<file path="config.mk">
export PLATFORM = sky130hd
export DESIGN_NAME = phone_module_frame_receiver
export DESIGN_NICKNAME = d
export VERILOG_FILES = /design/src/design/pmfr_pkg.sv /design/src/design/pmfr_front.sv /design/src/design/pmfr_queue.sv /design/src/design/pmfr_back.sv /design/src/design/phone_module_frame_receiver.sv
export SDC_FILE = /design/constraint.sdc
export NUM_CORES = 1
export LEC_CHECK = 0
export BUFFER_PORTS_ARGS = -buffer_cell sky130_fd_sc_hd__buf_4
export CAP_MARGIN = 10
export CORE_UTILIZATION = 34
export DETAILED_ROUTE_END_ITERATION = 7
export PLACE_DENSITY = 0.55
export SYNTH_ARGS = -nofsm -noshare
export SYNTH_HDL_FRONTEND = slang
export SYNTH_SLANG_ARGS = --single-unit
export TNS_END_PERCENT = 1
</file>
<file path="constraint.sdc">
create_clock -name clk_i -period 3.5 [get_ports clk_i]
set_input_delay 0.175 -clock clk_i [delete_from_list [all_inputs] [get_ports clk_i]]
set_output_delay 0.175 -clock clk_i [all_outputs]
set_load 0.01 [all_outputs]
</file>
<file path="src/design/pmfr_pkg.sv">
// Shared types and constants of the phone module frame receiver.
package pmfr_pkg;

  localparam int FrameDepthDef = 32;
  localparam int DigitDepthDef = 32;
  localparam int QueueDepth    = 2;

  localparam logic [7:0] SyncByte   = 8'hFA;
  localparam logic [7:0] DialHead0  = 8'h89;
  localparam logic [7:0] DialHead1  = 8'h8D;
  localparam logic [7:0] DialHead2  = 8'h04;
  localparam logic [7:0] BusyHead0  = 8'h89;
  localparam logic [7:0] BusyHead1  = 8'h89;
  localparam logic [7:0] BusyHead2  = 8'h33;
  localparam logic [7:0] DtmfHead   = 8'h8A;
  localparam logic [7:0] RingHead   = 8'h80;
  localparam logic [7:0] LineHead   = 8'h70;
  localparam logic [7:0] DigitBias  = 8'd48;
  localparam logic [7:0] DigitTen   = 8'h0A;
  localparam logic [7:0] NoDigit    = 8'hFF;

  typedef enum logic [1:0] {
    CMD_RX        = 2'd0,
    CMD_POP       = 2'd1,
    CMD_CLR_FIFO  = 2'd2,
    CMD_CLR_FLAGS = 2'd3
  } cmd_e;

  typedef enum logic [2:0] {
    KIND_NONE  = 3'd0,
    KIND_DIAL  = 3'd1,
    KIND_DTMF  = 3'd2,
    KIND_RING  = 3'd3,
    KIND_LINE  = 3'd4,
    KIND_BUSY  = 3'd5,
    KIND_OTHER = 3'd6
  } kind_e;

  // Classified transaction handed from the front end to the back end.
  typedef struct packed {
    cmd_e       cmd;
    logic       frame_done;
    kind_e      kind;
    logic [7:0] digit;
  } event_t;

  // Result fields as seen by the output channel.
  typedef struct packed {
    logic       frame_done;
    kind_e      kind;
    logic [7:0] popped;
    logic       dial_seen;
    logic       busy_seen;
    logic       ring_seen;
    logic       line_seen;
    logic       dtmf_pending;
    logic [7:0] ring_total;
    logic [5:0] dtmf_level;
  } result_t;

endpackage

</file>
<file path="src/design/pmfr_front.sv">
// Front end: frame assembly, checksum and frame classification.
module pmfr_front #(
  parameter int FRAME_DEPTH = pmfr_pkg::FrameDepthDef
) (
  input  logic             clk_i,
  input  logic             rst_ni,
  input  logic             accept_i,
  input  pmfr_pkg::cmd_e   cmd_i,
  input  logic [7:0]       rx_byte_i,
  output pmfr_pkg::event_t ev_o
);

  localparam int LW = $clog2(FRAME_DEPTH);

  logic          receiving_q, receiving_d;
  logic [LW-1:0] len_q, len_d;
  logic [7:0]    xor_q, xor_d;
  logic [7:0]    head_q [3];
  logic [7:0]    head_d [3];
  logic          done;
  logic [7:0]    digit;
  pmfr_pkg::kind_e kind;

  always_comb begin
    receiving_d = receiving_q;
    len_d       = len_q;
    xor_d       = xor_q;
    head_d      = head_q;
    done        = 1'b0;
    if (cmd_i == pmfr_pkg::CMD_RX) begin
      if (rx_byte_i == pmfr_pkg::SyncByte) begin
        receiving_d = 1'b1;
        len_d       = '0;
        xor_d       = '0;
      end else if (receiving_q) begin
        if (({1'b0, len_q} + 1'b1) >= (LW+1)'(FRAME_DEPTH)) begin
          // store full: abort the frame
          receiving_d = 1'b0;
          len_d       = '0;
          xor_d       = '0;
        end else begin
          for (int i = 0; i < 3; i++) begin
            if (len_q == LW'(i)) head_d[i] = rx_byte_i;
          end
          len_d = len_q + 1'b1;
          if (xor_q == rx_byte_i) begin
            done        = 1'b1;
            receiving_d = 1'b0;
            len_d       = '0;
            xor_d       = '0;
          end else begin
            xor_d = xor_q ^ rx_byte_i;
          end
        end
      end
    end
  end

  // Match the head bytes, stale ones included, in priority order.
  always_comb begin
    digit = head_d[1] - pmfr_pkg::DigitBias;
    if (digit == pmfr_pkg::DigitTen) digit = '0;
    if (!done) begin
      kind = pmfr_pkg::KIND_NONE;
    end else if (head_d[0] == pmfr_pkg::DialHead0 && head_d[1] == pmfr_pkg::DialHead1 &&
                 head_d[2] == pmfr_pkg::DialHead2) begin
      kind = pmfr_pkg::KIND_DIAL;
    end else if (head_d[0] == pmfr_pkg::DtmfHead) begin
      kind = pmfr_pkg::KIND_DTMF;
    end else if (head_d[0] == pmfr_pkg::RingHead && head_d[1] == pmfr_pkg::RingHead) begin
      kind = pmfr_pkg::KIND_RING;
    end else if (head_d[0] == pmfr_pkg::LineHead) begin
      kind = pmfr_pkg::KIND_LINE;
    end else if (head_d[0] == pmfr_pkg::BusyHead0 && head_d[1] == pmfr_pkg::BusyHead1 &&
                 head_d[2] == pmfr_pkg::BusyHead2) begin
      kind = pmfr_pkg::KIND_BUSY;
    end else begin
      kind = pmfr_pkg::KIND_OTHER;
    end
  end

  assign ev_o.cmd        = cmd_i;
  assign ev_o.frame_done = done;
  assign ev_o.kind       = kind;
  assign ev_o.digit      = digit;

  always_ff @(posedge clk_i or negedge rst_ni) begin
    if (!rst_ni) begin
      receiving_q <= 1'b0;
      len_q       <= '0;
      xor_q       <= '0;
      for (int i = 0; i < 3; i++) head_q[i] <= '0;
    end else if (accept_i) begin
      receiving_q <= receiving_d;
      len_q       <= len_d;
      xor_q       <= xor_d;
      head_q      <= head_d;
    end
  end

endmodule

</file>
<file path="src/design/pmfr_queue.sv">
// Short event queue between the front end and the back end.
module pmfr_queue (
  input  logic             clk_i,
  input  logic             rst_ni,
  input  logic             push_i,
  input  pmfr_pkg::event_t ev_i,
  output logic             ready_o,
  output logic             valid_o,
  output pmfr_pkg::event_t ev_o,
  input  logic             pop_i
);

  localparam int QD = pmfr_pkg::QueueDepth;
  localparam int PW = $clog2(QD);
  localparam int CW = $clog2(QD + 1);

  pmfr_pkg::event_t slot_q [QD];
  logic [PW-1:0]    wr_q, rd_q;
  logic [CW-1:0]    cnt_q;

  assign ready_o = (cnt_q != CW'(QD));
  assign valid_o = (cnt_q != '0);
  assign ev_o    = slot_q[rd_q];

  always_ff @(posedge clk_i) begin
    if (push_i) slot_q[wr_q] <= ev_i;
  end

  always_ff @(posedge clk_i or negedge rst_ni) begin
    if (!rst_ni) begin
      wr_q  <= '0;
      rd_q  <= '0;
      cnt_q <= '0;
    end else begin
      if (push_i) wr_q <= (wr_q == PW'(QD - 1)) ? '0 : wr_q + 1'b1;
      if (pop_i)  rd_q <= (rd_q == PW'(QD - 1)) ? '0 : rd_q + 1'b1;
      case ({push_i, pop_i})
        2'b10:   cnt_q <= cnt_q + 1'b1;
        2'b01:   cnt_q <= cnt_q - 1'b1;
        default: cnt_q <= cnt_q;
      endcase
    end
  end

endmodule

</file>
<file path="src/design/pmfr_back.sv">
// Back end: status flags, ring count, DTMF digit FIFO and result register.
module pmfr_back #(
  parameter int DIGIT_DEPTH = pmfr_pkg::DigitDepthDef
) (
  input  logic              clk_i,
  input  logic              rst_ni,
  input  logic              ev_valid_i,
  input  pmfr_pkg::event_t  ev_i,
  output logic              ev_pop_o,
  output logic              res_valid_o,
  input  logic              res_ready_i,
  output pmfr_pkg::result_t res_o
);

  localparam int AW = $clog2(DIGIT_DEPTH);
  localparam int CW = $clog2(DIGIT_DEPTH + 1);

  logic [7:0]    mem [DIGIT_DEPTH];
  logic [AW-1:0] rd_ptr_q, rd_ptr_d, wr_ptr_q, wr_ptr_d;
  logic [CW-1:0] cnt_q, cnt_d;
  logic          dial_q, dial_d, busy_q, busy_d, ring_q, ring_d, line_q, line_d;
  logic          dtmf_q, dtmf_d;
  logic [7:0]    ring_cnt_q, ring_cnt_d;
  logic          valid_q;
  logic          done_q;
  pmfr_pkg::kind_e kind_q;
  logic          pop_hit_q;
  logic [7:0]    pop_data_q;
  logic          take, push, pop_ok;

  // Take a new event whenever the result slot is free or being drained.
  assign take     = ev_valid_i && (!valid_q || res_ready_i);
  assign ev_pop_o = take;

  always_comb begin
    rd_ptr_d   = rd_ptr_q;
    wr_ptr_d   = wr_ptr_q;
    cnt_d      = cnt_q;
    dial_d     = dial_q;
    busy_d     = busy_q;
    ring_d     = ring_q;
    line_d     = line_q;
    dtmf_d     = dtmf_q;
    ring_cnt_d = ring_cnt_q;
    push       = 1'b0;
    pop_ok     = 1'b0;
    case (ev_i.cmd)
      pmfr_pkg::CMD_RX: begin
        case (ev_i.kind)
          pmfr_pkg::KIND_DIAL: dial_d = 1'b1;
          pmfr_pkg::KIND_DTMF: begin
            dtmf_d = 1'b1;
            if (cnt_q != CW'(DIGIT_DEPTH)) begin
              push     = 1'b1;
              cnt_d    = cnt_q + 1'b1;
              wr_ptr_d = (wr_ptr_q == AW'(DIGIT_DEPTH - 1)) ? '0 : wr_ptr_q + 1'b1;
            end
          end
          pmfr_pkg::KIND_RING: begin
            ring_d     = 1'b1;
            ring_cnt_d = ring_cnt_q + 1'b1;
          end
          pmfr_pkg::KIND_LINE: line_d = 1'b1;
          pmfr_pkg::KIND_BUSY: busy_d = 1'b1;
          default: ;
        endcase
      end
      pmfr_pkg::CMD_POP: begin
        if (dtmf_q && cnt_q != '0) begin
          pop_ok   = 1'b1;
          rd_ptr_d = (rd_ptr_q == AW'(DIGIT_DEPTH - 1)) ? '0 : rd_ptr_q + 1'b1;
          cnt_d    = cnt_q - 1'b1;
          if (cnt_q == CW'(1)) dtmf_d = 1'b0;
        end
      end
      pmfr_pkg::CMD_CLR_FIFO: begin
        rd_ptr_d = '0;
        wr_ptr_d = '0;
        cnt_d    = '0;
        dtmf_d   = 1'b0;
      end
      pmfr_pkg::CMD_CLR_FLAGS: begin
        dial_d     = 1'b0;
        busy_d     = 1'b0;
        ring_d     = 1'b0;
        line_d     = 1'b0;
        ring_cnt_d = '0;
      end
      default: ;
    endcase
  end

  // Digit store, written on push, read into the result register on pop.
  always_ff @(posedge clk_i) begin
    if (take && push)   mem[wr_ptr_q] <= ev_i.digit;
    if (take && pop_ok) pop_data_q    <= mem[rd_ptr_q];
    if (take) begin
      done_q <= ev_i.frame_done;
      kind_q <= ev_i.kind;
    end
  end

  always_ff @(posedge clk_i or negedge rst_ni) begin
    if (!rst_ni) begin
      valid_q    <= 1'b0;
      pop_hit_q  <= 1'b0;
      rd_ptr_q   <= '0;
      wr_ptr_q   <= '0;
      cnt_q      <= '0;
      dial_q     <= 1'b0;
      busy_q     <= 1'b0;
      ring_q     <= 1'b0;
      line_q     <= 1'b0;
      dtmf_q     <= 1'b0;
      ring_cnt_q <= '0;
    end else begin
      if (take) begin
        valid_q    <= 1'b1;
        pop_hit_q  <= pop_ok;
        rd_ptr_q   <= rd_ptr_d;
        wr_ptr_q   <= wr_ptr_d;
        cnt_q      <= cnt_d;
        dial_q     <= dial_d;
        busy_q     <= busy_d;
        ring_q     <= ring_d;
        line_q     <= line_d;
        dtmf_q     <= dtmf_d;
        ring_cnt_q <= ring_cnt_d;
      end else if (res_ready_i) begin
        valid_q <= 1'b0;
      end
    end
  end

  // State only moves when a new result is loaded, so it mirrors the held result.
  assign res_valid_o       = valid_q;
  assign res_o.frame_done   = done_q;
  assign res_o.kind         = kind_q;
  assign res_o.popped       = pop_hit_q ? pop_data_q : pmfr_pkg::NoDigit;
  assign res_o.dial_seen    = dial_q;
  assign res_o.busy_seen    = busy_q;
  assign res_o.ring_seen    = ring_q;
  assign res_o.line_seen    = line_q;
  assign res_o.dtmf_pending = dtmf_q;
  assign res_o.ring_total   = ring_cnt_q;
  assign res_o.dtmf_level   = 6'(cnt_q);

endmodule

</file>
<file path="src/design/phone_module_frame_receiver.sv">
// Top level of the phone module frame receiver.
//
// Channel   Direction  Transaction
// s_axis    in         one command with its received byte
// m_axis    out        one result: frame status, popped digit, flags, counts
//
// One transaction in, one result out, one per cycle sustained while m_axis_tready
// holds; the front end settles framing and classification in the accepting cycle,
// the event is registered in the event queue and the back end then applies it to
// flags and the digit FIFO in its registers, which hold the result. A two-entry
// event queue and the result register let the input keep flowing while a result
// waits. Reset clears all control state at once; the digit store holds no reset value.
module phone_module_frame_receiver #(
  parameter int FRAME_DEPTH = pmfr_pkg::FrameDepthDef,
  parameter int DIGIT_DEPTH = pmfr_pkg::DigitDepthDef
) (
  input  logic        clk_i,
  input  logic        rst_ni,
  input  logic        s_axis_tvalid,
  output logic        s_axis_tready,
  input  logic [7:0]  s_axis_tdata,   // [7:0] rx_byte
  input  logic [1:0]  s_axis_tuser,   // [1:0] command
  output logic        m_axis_tvalid,
  input  logic        m_axis_tready,
  output logic [31:0] m_axis_tdata,   // [2:0] frame_kind, [10:3] popped_digit,
                                      // [11] dial_tone_seen, [12] busy_seen,
                                      // [13] ring_seen, [14] line_ok_seen,
                                      // [15] dtmf_pending, [23:16] ring_total,
                                      // [29:24] dtmf_level, [31:30] zero
  output logic        m_axis_tlast    // frame_done
);

  pmfr_pkg::event_t  ev_in, ev_out;
  pmfr_pkg::result_t res;
  logic              q_ready, q_valid, q_pop, accept;

  // Accept a transaction whenever the queue has room.
  assign s_axis_tready = q_ready;
  assign accept        = s_axis_tvalid && q_ready;

  pmfr_front #(
    .FRAME_DEPTH (FRAME_DEPTH)
  ) u_front (
    .clk_i     (clk_i),
    .rst_ni    (rst_ni),
    .accept_i  (accept),
    .cmd_i     (pmfr_pkg::cmd_e'(s_axis_tuser)),
    .rx_byte_i (s_axis_tdata),
    .ev_o      (ev_in)
  );

  pmfr_queue u_queue (
    .clk_i   (clk_i),
    .rst_ni  (rst_ni),
    .push_i  (accept),
    .ev_i    (ev_in),
    .ready_o (q_ready),
    .valid_o (q_valid),
    .ev_o    (ev_out),
    .pop_i   (q_pop)
  );

  pmfr_back #(
    .DIGIT_DEPTH (DIGIT_DEPTH)
  ) u_back (
    .clk_i       (clk_i),
    .rst_ni      (rst_ni),
    .ev_valid_i  (q_valid),
    .ev_i        (ev_out),
    .ev_pop_o    (q_pop),
    .res_valid_o (m_axis_tvalid),
    .res_ready_i (m_axis_tready),
    .res_o       (res)
  );

  // Pack the result fields, lowest field first.
  assign m_axis_tlast = res.frame_done;
  assign m_axis_tdata = {2'b00, res.dtmf_level, res.ring_total, res.dtmf_pending,
                         res.line_seen, res.ring_seen, res.busy_seen, res.dial_seen,
                         res.popped, res.kind};

  // A frame kind only accompanies a completed frame, checked at the queue input.
  a_kind_with_done: assert property (@(posedge clk_i) disable iff (!rst_ni)
    accept |-> (ev_in.frame_done == (ev_in.kind != pmfr_pkg::KIND_NONE)))
    else $error("frame kind and frame completion disagree");

  // A delivered DTMF frame leaves a digit pending.
  a_dtmf_pending: assert property (@(posedge clk_i) disable iff (!rst_ni)
    (m_axis_tvalid && res.kind == pmfr_pkg::KIND_DTMF) |-> res.dtmf_pending)
    else $error("DTMF frame without pending digit");

  // A delivered ring frame shows the ring flag.
  a_ring_flag: assert property (@(posedge clk_i) disable iff (!rst_ni)
    (m_axis_tvalid && res.kind == pmfr_pkg::KIND_RING) |-> res.ring_seen)
    else $error("ring frame without ring flag");

  // A popped digit implies the FIFO had one, so no digit shows on a frame result.
  a_pop_not_frame: assert property (@(posedge clk_i) disable iff (!rst_ni)
    (m_axis_tvalid && res.frame_done) |-> (res.popped == pmfr_pkg::NoDigit))
    else $error("digit popped on a frame result");

endmodule
</file>
==> results.toml, run 1 <==
[outcome]
outcome = "finished clean"

[floorplanning]
die_area_mm2 = 0.0475
core-area_mm2 = 0.0457
start_util_pct = 34.7
rows = 78
boundaryPins = 49
die_y_um = 218
die_w_um = 218

[routing]
wl_um = 34700
ant_nets = 0
post_drt_wl_per_cell_um = 20.6
drt_iter0_markers = 561
via_per_inst = 5.08
dr.pass1.iters = 5
vias = 8571
drc = 0

[critical_path]
cp.required_ns = 3.80
r2r-start = "u_front.len_q[4]$_DFFE_PN0P_"
crit_path_start_kind = "flop"
r2r_slack_ns = 0.52
worstReg2RegEnd = "u_queue.slot_q[1][10]$_DFFE_PP_"
worstSetupEndpointType = "flop"
cp_data_arrival_time_ns = 3.28
crit_type = "flop to flop"
worst-r2r-cell-count = 10
path_max_fanout = 5

[min_path]
holdPathEnd = "u_front.head_q[22]$_DFFE_PN0P_"
min_from = "s_axis_tdata[6]"
hold_path.class = "input port to flop"
hold_depth = 2

[sta]
slew_headroom_pct = 28.9
fmax_mhz = 336
worstMarginPinSlew_ns = 1.07
post-route-min-period_ns = 2.98
hold_violations = 0
fin_hold_ws_ns = 0.0305
finalSetupViolations = 0
skew_ns = 0.0243
slew_viol_final = 0
finalCritPeriodShare_pct = 85.1
fin_tns_setup_ns = 0
rsz0062_at_grt = "no"

[power_and_ir_drop]
p_leak_nw = 6.51
powerDensity_mw_per_mm2 = 716
p_total_mw = 13.3
ir_drop_uv = 562

[grt]
grt_pass1_wl_um = 53400
grt_pass1_vias = 8892
grt_max_degree = 74
antenna_found_initial = 0
grt.total_usage_pct = 15.0
grt.overflow.total = 0

[synthesis]
synth.largest_area_cell = "edfxtp_1"
yosysTopAreaCellShare_pct = 56.0
netlist_area_mm2 = 0.0159
ys_top_cells_by_area = "edfxtp_1 (56%), dfrtp_1 (12%), mux4_2 (11%)"
synth_flop_cell = "edfxtp_1"
ys_ff_latch = 369
yosysUniqueCellTypes = 63
syn_inst = 956
synth_edf_count = 296
ys_warn_count = 0
ys_async_sr_fraction_pct = 19.8
syn_avg_cell_area_um2 = 16.6
ys_seq_area_share_pct = 67.5

[layout]
final_cell_mix = "edfxtp_1 (296), buf_4 (91), mux4_2 (80), dfrtp_1 (71), nor2_1 (62)"
drive_above_1_share_pct = 26.4
num-nets-final = 1094
area_delta_synth_final_pct = 16.7
final_common_cell = "edfxtp_1"
utilization_pct = 40.5
n_antenna_cell = 0
nFillCells = 4180
seq_area_mm2 = 0.0107
multi_input_area_mm2 = 0.00483

[cts]
holdBufCountCts = 11
clkSlewWorstSetupHoldPaths_ns = 0.06
cts_buffers = 41
cts_resized = 0
cts_tree = "done"
cts.sinks = 369
htree_levels = 2
root_buffer = "clkbuf_16"
clk_path_buf_depth = 3
clk_latency_ns = 0.57
cts_setup_buffers = 0

[run]
drv_cap = 0

[placed_design]
place_hpwl_um = 21400
finalWeightedCongestion = 0.774
port_buffers = 46
==> kinds of logic (layout without fill, tap and decap cells) <==
group,after synthesis,in the layout,share of synthesized area [%]
buffers and inverters,73,204,2.05
AOI/OAI and AO/OA,104,104,4.27
other,1,2,0.0236
DFF,369,369,67.5
adders and majority gates,25,25,1.97
xor gates and xnor gates,16,16,0.883
muxes,142,142,15.6
and+or+nand+nor,226,226,7.64
==> per-stage QoR <==
stage | cell area, um2 | setup slack, ns | std cells
after detailed placement | 17100 | 0.563 | 1601
final | 18500 | 0.523 | 1688
after floorplan | 15900 | 0.466 | 957
after CTS | 18500 | 0.539 | 1688
after global placement | 17100 | 0.638 | 1601
after global routing | 18500 | 0.262 | 1688
==> report_power, final <==
group          switching [mW]  internal [mW]
Sequential              0.367           5.30
Combinational            1.89           1.59
Clock                    1.72           2.39
==> routing by layer <==
layer	track usage, %	wire, um	vias up
li1	-	-	3947
met1	20.8	15900	4390
met2	23.8	16400	182
met3	2.73	1700	52
met4	4.73	652	0
met5	0	0	-
==> cell usage after synthesis (all sizes together), types with 12 or more instances <==
cell and number:
mux2 43, nand3 15, nor3b 12, edfxtp 296, nand2b 19, nor2 64, mux4 80, buf 28
ha 25, clkbuf 21, o21ai 47, dfrtp 73, inv 24, xnor2 14, nor3 13, nand2 47
mux2i 19
==> state kept, by name, indices dropped and copies added (netlist names), 6 cells and up <==
signal	cells
u_back.cnt_q	6
u_back.mem	256
u_back.pop_data_q	8
u_back.ring_cnt_q	8
u_front.head_q	24
u_front.xor_q	8
u_queue.slot_q	28
==> how the worst max path moves through the flow <==
| stage | startpoint | end | slack, ns | cells past startpoint |
|---|---|---|---|---|
| 4_1_cts | u_front.len_q[4]$_DFFE_PN0P_ | u_queue.slot_q[0][10]$_DFFE_PP_ | 0.54 | 10 |
| 3_3_place_gp | u_front.len_q[4]$_DFFE_PN0P_ | u_queue.slot_q[0][9]$_DFFE_PP_ | 0.64 | 10 |
| 5_1_grt | u_front.len_q[4]$_DFFE_PN0P_ | u_queue.slot_q[1][9]$_DFFE_PP_ | 0.26 | 10 |
| 3_5_place_dp | u_front.len_q[4]$_DFFE_PN0P_ | u_queue.slot_q[0][10]$_DFFE_PP_ | 0.56 | 10 |
| 2_1_floorplan | u_queue.rd_q$_DFFE_PN0P_ | u_back.mem[0][0]$_DFFE_PP_ | 0.47 | 8 |
| 6_report | u_front.len_q[4]$_DFFE_PN0P_ | u_queue.slot_q[1][10]$_DFFE_PP_ | 0.52 | 10 |
==> cell type report <==
type	count	area share, %
clock inverter	24	0.993
clock buffer	52	5.99
multi-input combinational	515	26.1
timing repair buffer	104	4.50
tap	600	4.05
inverter	24	0.487
sequential	369	57.9
==> critical path, stage by stage, from the launching register on <==
cell and delay, ns:
dfrtp_1 0.40, nor3_1 0.45, o2111ai_2 0.35, mux2_2 0.41
inv_1 0.08, ha_1 0.15, nor4bb_1 0.21, mux2_2 0.21
o2111ai_1 0.15, nor3_1 0.24, nor4_1 0.08
No activity file was read; power rests on OpenSTA's default activity.
==> inputs of run 2 (changes only) <==
- CORE_ASPECT_RATIO: unset -> 1.25
==> run 2 against run 1 <==
  * Register-to-register slack better by 0.09 ns
  * Clock-buffer cell count shrank 5
  * First-iteration DRC count grew 7.7%
  * Maximum frequency is 3.3% higher
  * Clock power is 2% higher
  * Setup slack better by 0.094 ns
  * Combinational power hardly changed
  * Global-route usage decreased by 0.44 points
  * Sequential power shrank 1%
  * Die area is essentially flat
==> results.toml, run 2 (synthesized netlist as in run 1, its figures left out) <==
[outcome]
outcome = "finished clean"

[placed_design]
port_buffers = 46
finalWeightedCongestion = 0.805
dp.cells = 1583
dpl_cell_area_mm2 = 0.0171
place_hpwl_um = 21400

[routing]
post_drt_wl_per_cell_um = 20.1
ant_nets = 0
drt_iter0_markers = 604
via_per_inst = 5.06
wl_um = 33400
vias = 8392
drc = 0
dr.pass1.iters = 5

[layout]
largest_register = "u_back.mem"
n_antenna_cell = 0
final_cell_mix = "edfxtp_1 (296), buf_4 (87), mux4_2 (80), dfrtp_1 (71), nor2_1 (62)"
finalInstanceArea_mm2 = 0.0184
reg_top3 = "u_back.mem (256), u_queue.slot_q (28), u_front.head_q (24)"
largest_reg_flops = 256
final_common_cell = "edfxtp_1"
drive_above_1_share_pct = 27.0
final_cells = 1659
area_delta_synth_final_pct = 16.2
nFillCells = 4135
num-nets-final = 1084
utilization_pct = 40.0

[power_and_ir_drop]
switching_share_pct = 29.2
p_leak_nw = 6.49
p_int_mw = 9.38
p_seq_share_pct = 42.2
clkPwrFrac_pct = 31.6
power.net_switching_mw = 3.88
combPwrFrac_pct = 26.1
ir_drop_uv = 457
powerDensity_mw_per_mm2 = 719
p_total_mw = 13.3

[floorplanning]
die_y_um = 244
core-area_mm2 = 0.0461
die_area_mm2 = 0.0475
rows = 88
die_w_um = 195
boundaryPins = 49
start_util_pct = 34.4

[critical_path]
cp_data_arrival_time_ns = 3.14
crit_type = "flop to flop"
worstSetupEndpointType = "flop"
worst-r2r-cell-count = 10
crit_path_start_kind = "flop"
path_max_fanout = 5
cp.required_ns = 3.76

[cts]
htree_levels = 2
cts_tree = "done"
clkSlewWorstSetupHoldPaths_ns = 0.06
clk_path_buf_depth = 3
root_buffer = "clkbuf_16"
cts_buffers = 39
cts.sinks = 369
clk_latency_ns = 0.53

[grt]
grt_max_degree = 74
antenna_found_initial = 0
grt-busiest-layer = "met2"
grt_pass1_vias = 8876
grt_pass1_wl_um = 53000
grt.total_usage_pct = 14.5
grt.overflow.total = 0
grt_util_met1_pct = 18.4
grtUsageMet2_pct = 25.4
grt_use_met3_pct = 2.41

[sta]
rsz0062_at_grt = "no"
finalCritPeriodShare_pct = 82.4
worstMarginPinSlew_ns = 1.02
slew_headroom_pct = 31.9
fmax_mhz = 347
slew_viol_final = 0
fin_tns_setup_ns = 0
post-route-min-period_ns = 2.88
skew_ns = 0.0149
hold_violations = 0
finalSetupViolations = 0

[run]
drv_cap = 0

[min_path]
hold_path.class = "input port to flop"
hold_depth = 2
[run 2: cell count changes in the layout (fill, tap and decap cells not counted), moves of 2 or more]
cell           change
buf_4              -4
clkbuf_8           -2
clkinv_2           +4
dlygate4sd3_1      -5
clkinv_1          -10
clkbuf_1           -2
bufinv_16          +3
[run 2: timing repair]
action / CTS / global route
endpoints found under the hold margin: 82 / 0
hold buffers: 6 / 0
setup buffers: 0 / 0
resized for setup: 0 / 0
[run 2: power by group through the flow]
stage / sequential [mW] / combinational, mW / clock, mW
finish: 5.60 / 3.47 / 4.20
global route: 5.65 / 3.82 / 4.47
CTS: 5.60 / 3.56 / 4.31
detailed placement: 5.69 / 3.54 / 0
global placement: 5.68 / 3.51 / 0
floorplan: 5.55 / 2.50 / 0
[run 2: stage by stage]
stage               worst slack [ns]  hold WS [ns]
floorplan                      0.466        -0.121
global placement               0.670         0.398
detailed placement             0.635         0.402
CTS                            0.615       0.00136
global route                   0.309       0.00697
finish                         0.617        0.0273
[run 2: worst max-delay path: stages, from the launching register on]
cell and delay [ns]:
dfrtp_1 0.41, nor3_1 0.40, o2111ai_2 0.30, mux2_2 0.38
inv_1 0.09, ha_1 0.16, nor4bb_1 0.20, mux2_2 0.21
o2111ai_1 0.14, a211oi_2 0.21, a211oi_1 0.10
[run 2: routing by layer]
metal | routed length (um) | up-vias
met5 | 0 | -
met1 | 14200 | 4283
met4 | 763 | 0
met3 | 1310 | 44
met2 | 17100 | 155
li1 | - | 3910
[run 2: worst paths after layout]
kind / slack (ns) / end / from
min in group asynchronous: 0.35 / u_back.ring_q$_DFFE_PN0P_ / rst_ni
hold reg to reg: 0.49 / u_back.ring_cnt_q[7]$_DFFE_PN0P_ / u_back.ring_cnt_q[7]$_DFFE_PN0P_
setup reg to reg: 0.62 / u_queue.slot_q[1][9]$_DFFE_PP_ / u_front.len_q[3]$_DFFE_PN0P_
setup / recovery: 0.62 / u_queue.slot_q[1][9]$_DFFE_PP_ / u_front.len_q[3]$_DFFE_PN0P_
max in group asynchronous: 2.43 / u_back.rd_ptr_q[0]$_DFFE_PN0P_ / rst_ni
hold / removal: 0.03 / u_front.head_q[5]$_DFFE_PN0P_ / s_axis_tdata[5]
[run 2: area by class of cell]
type                            instances  area [um2]  share of cell area [%]
Timing Repair Buffer                   96         773                    4.19
Sequential cell                       369       10700                    58.1
Clock inverter                         23         249                    1.35
Tap cell                              585         732                    3.97
Multi-Input combinational cell        515        4830                    26.2
Inverter                               24        90.1                   0.489
Clock buffer                           47        1050                    5.69
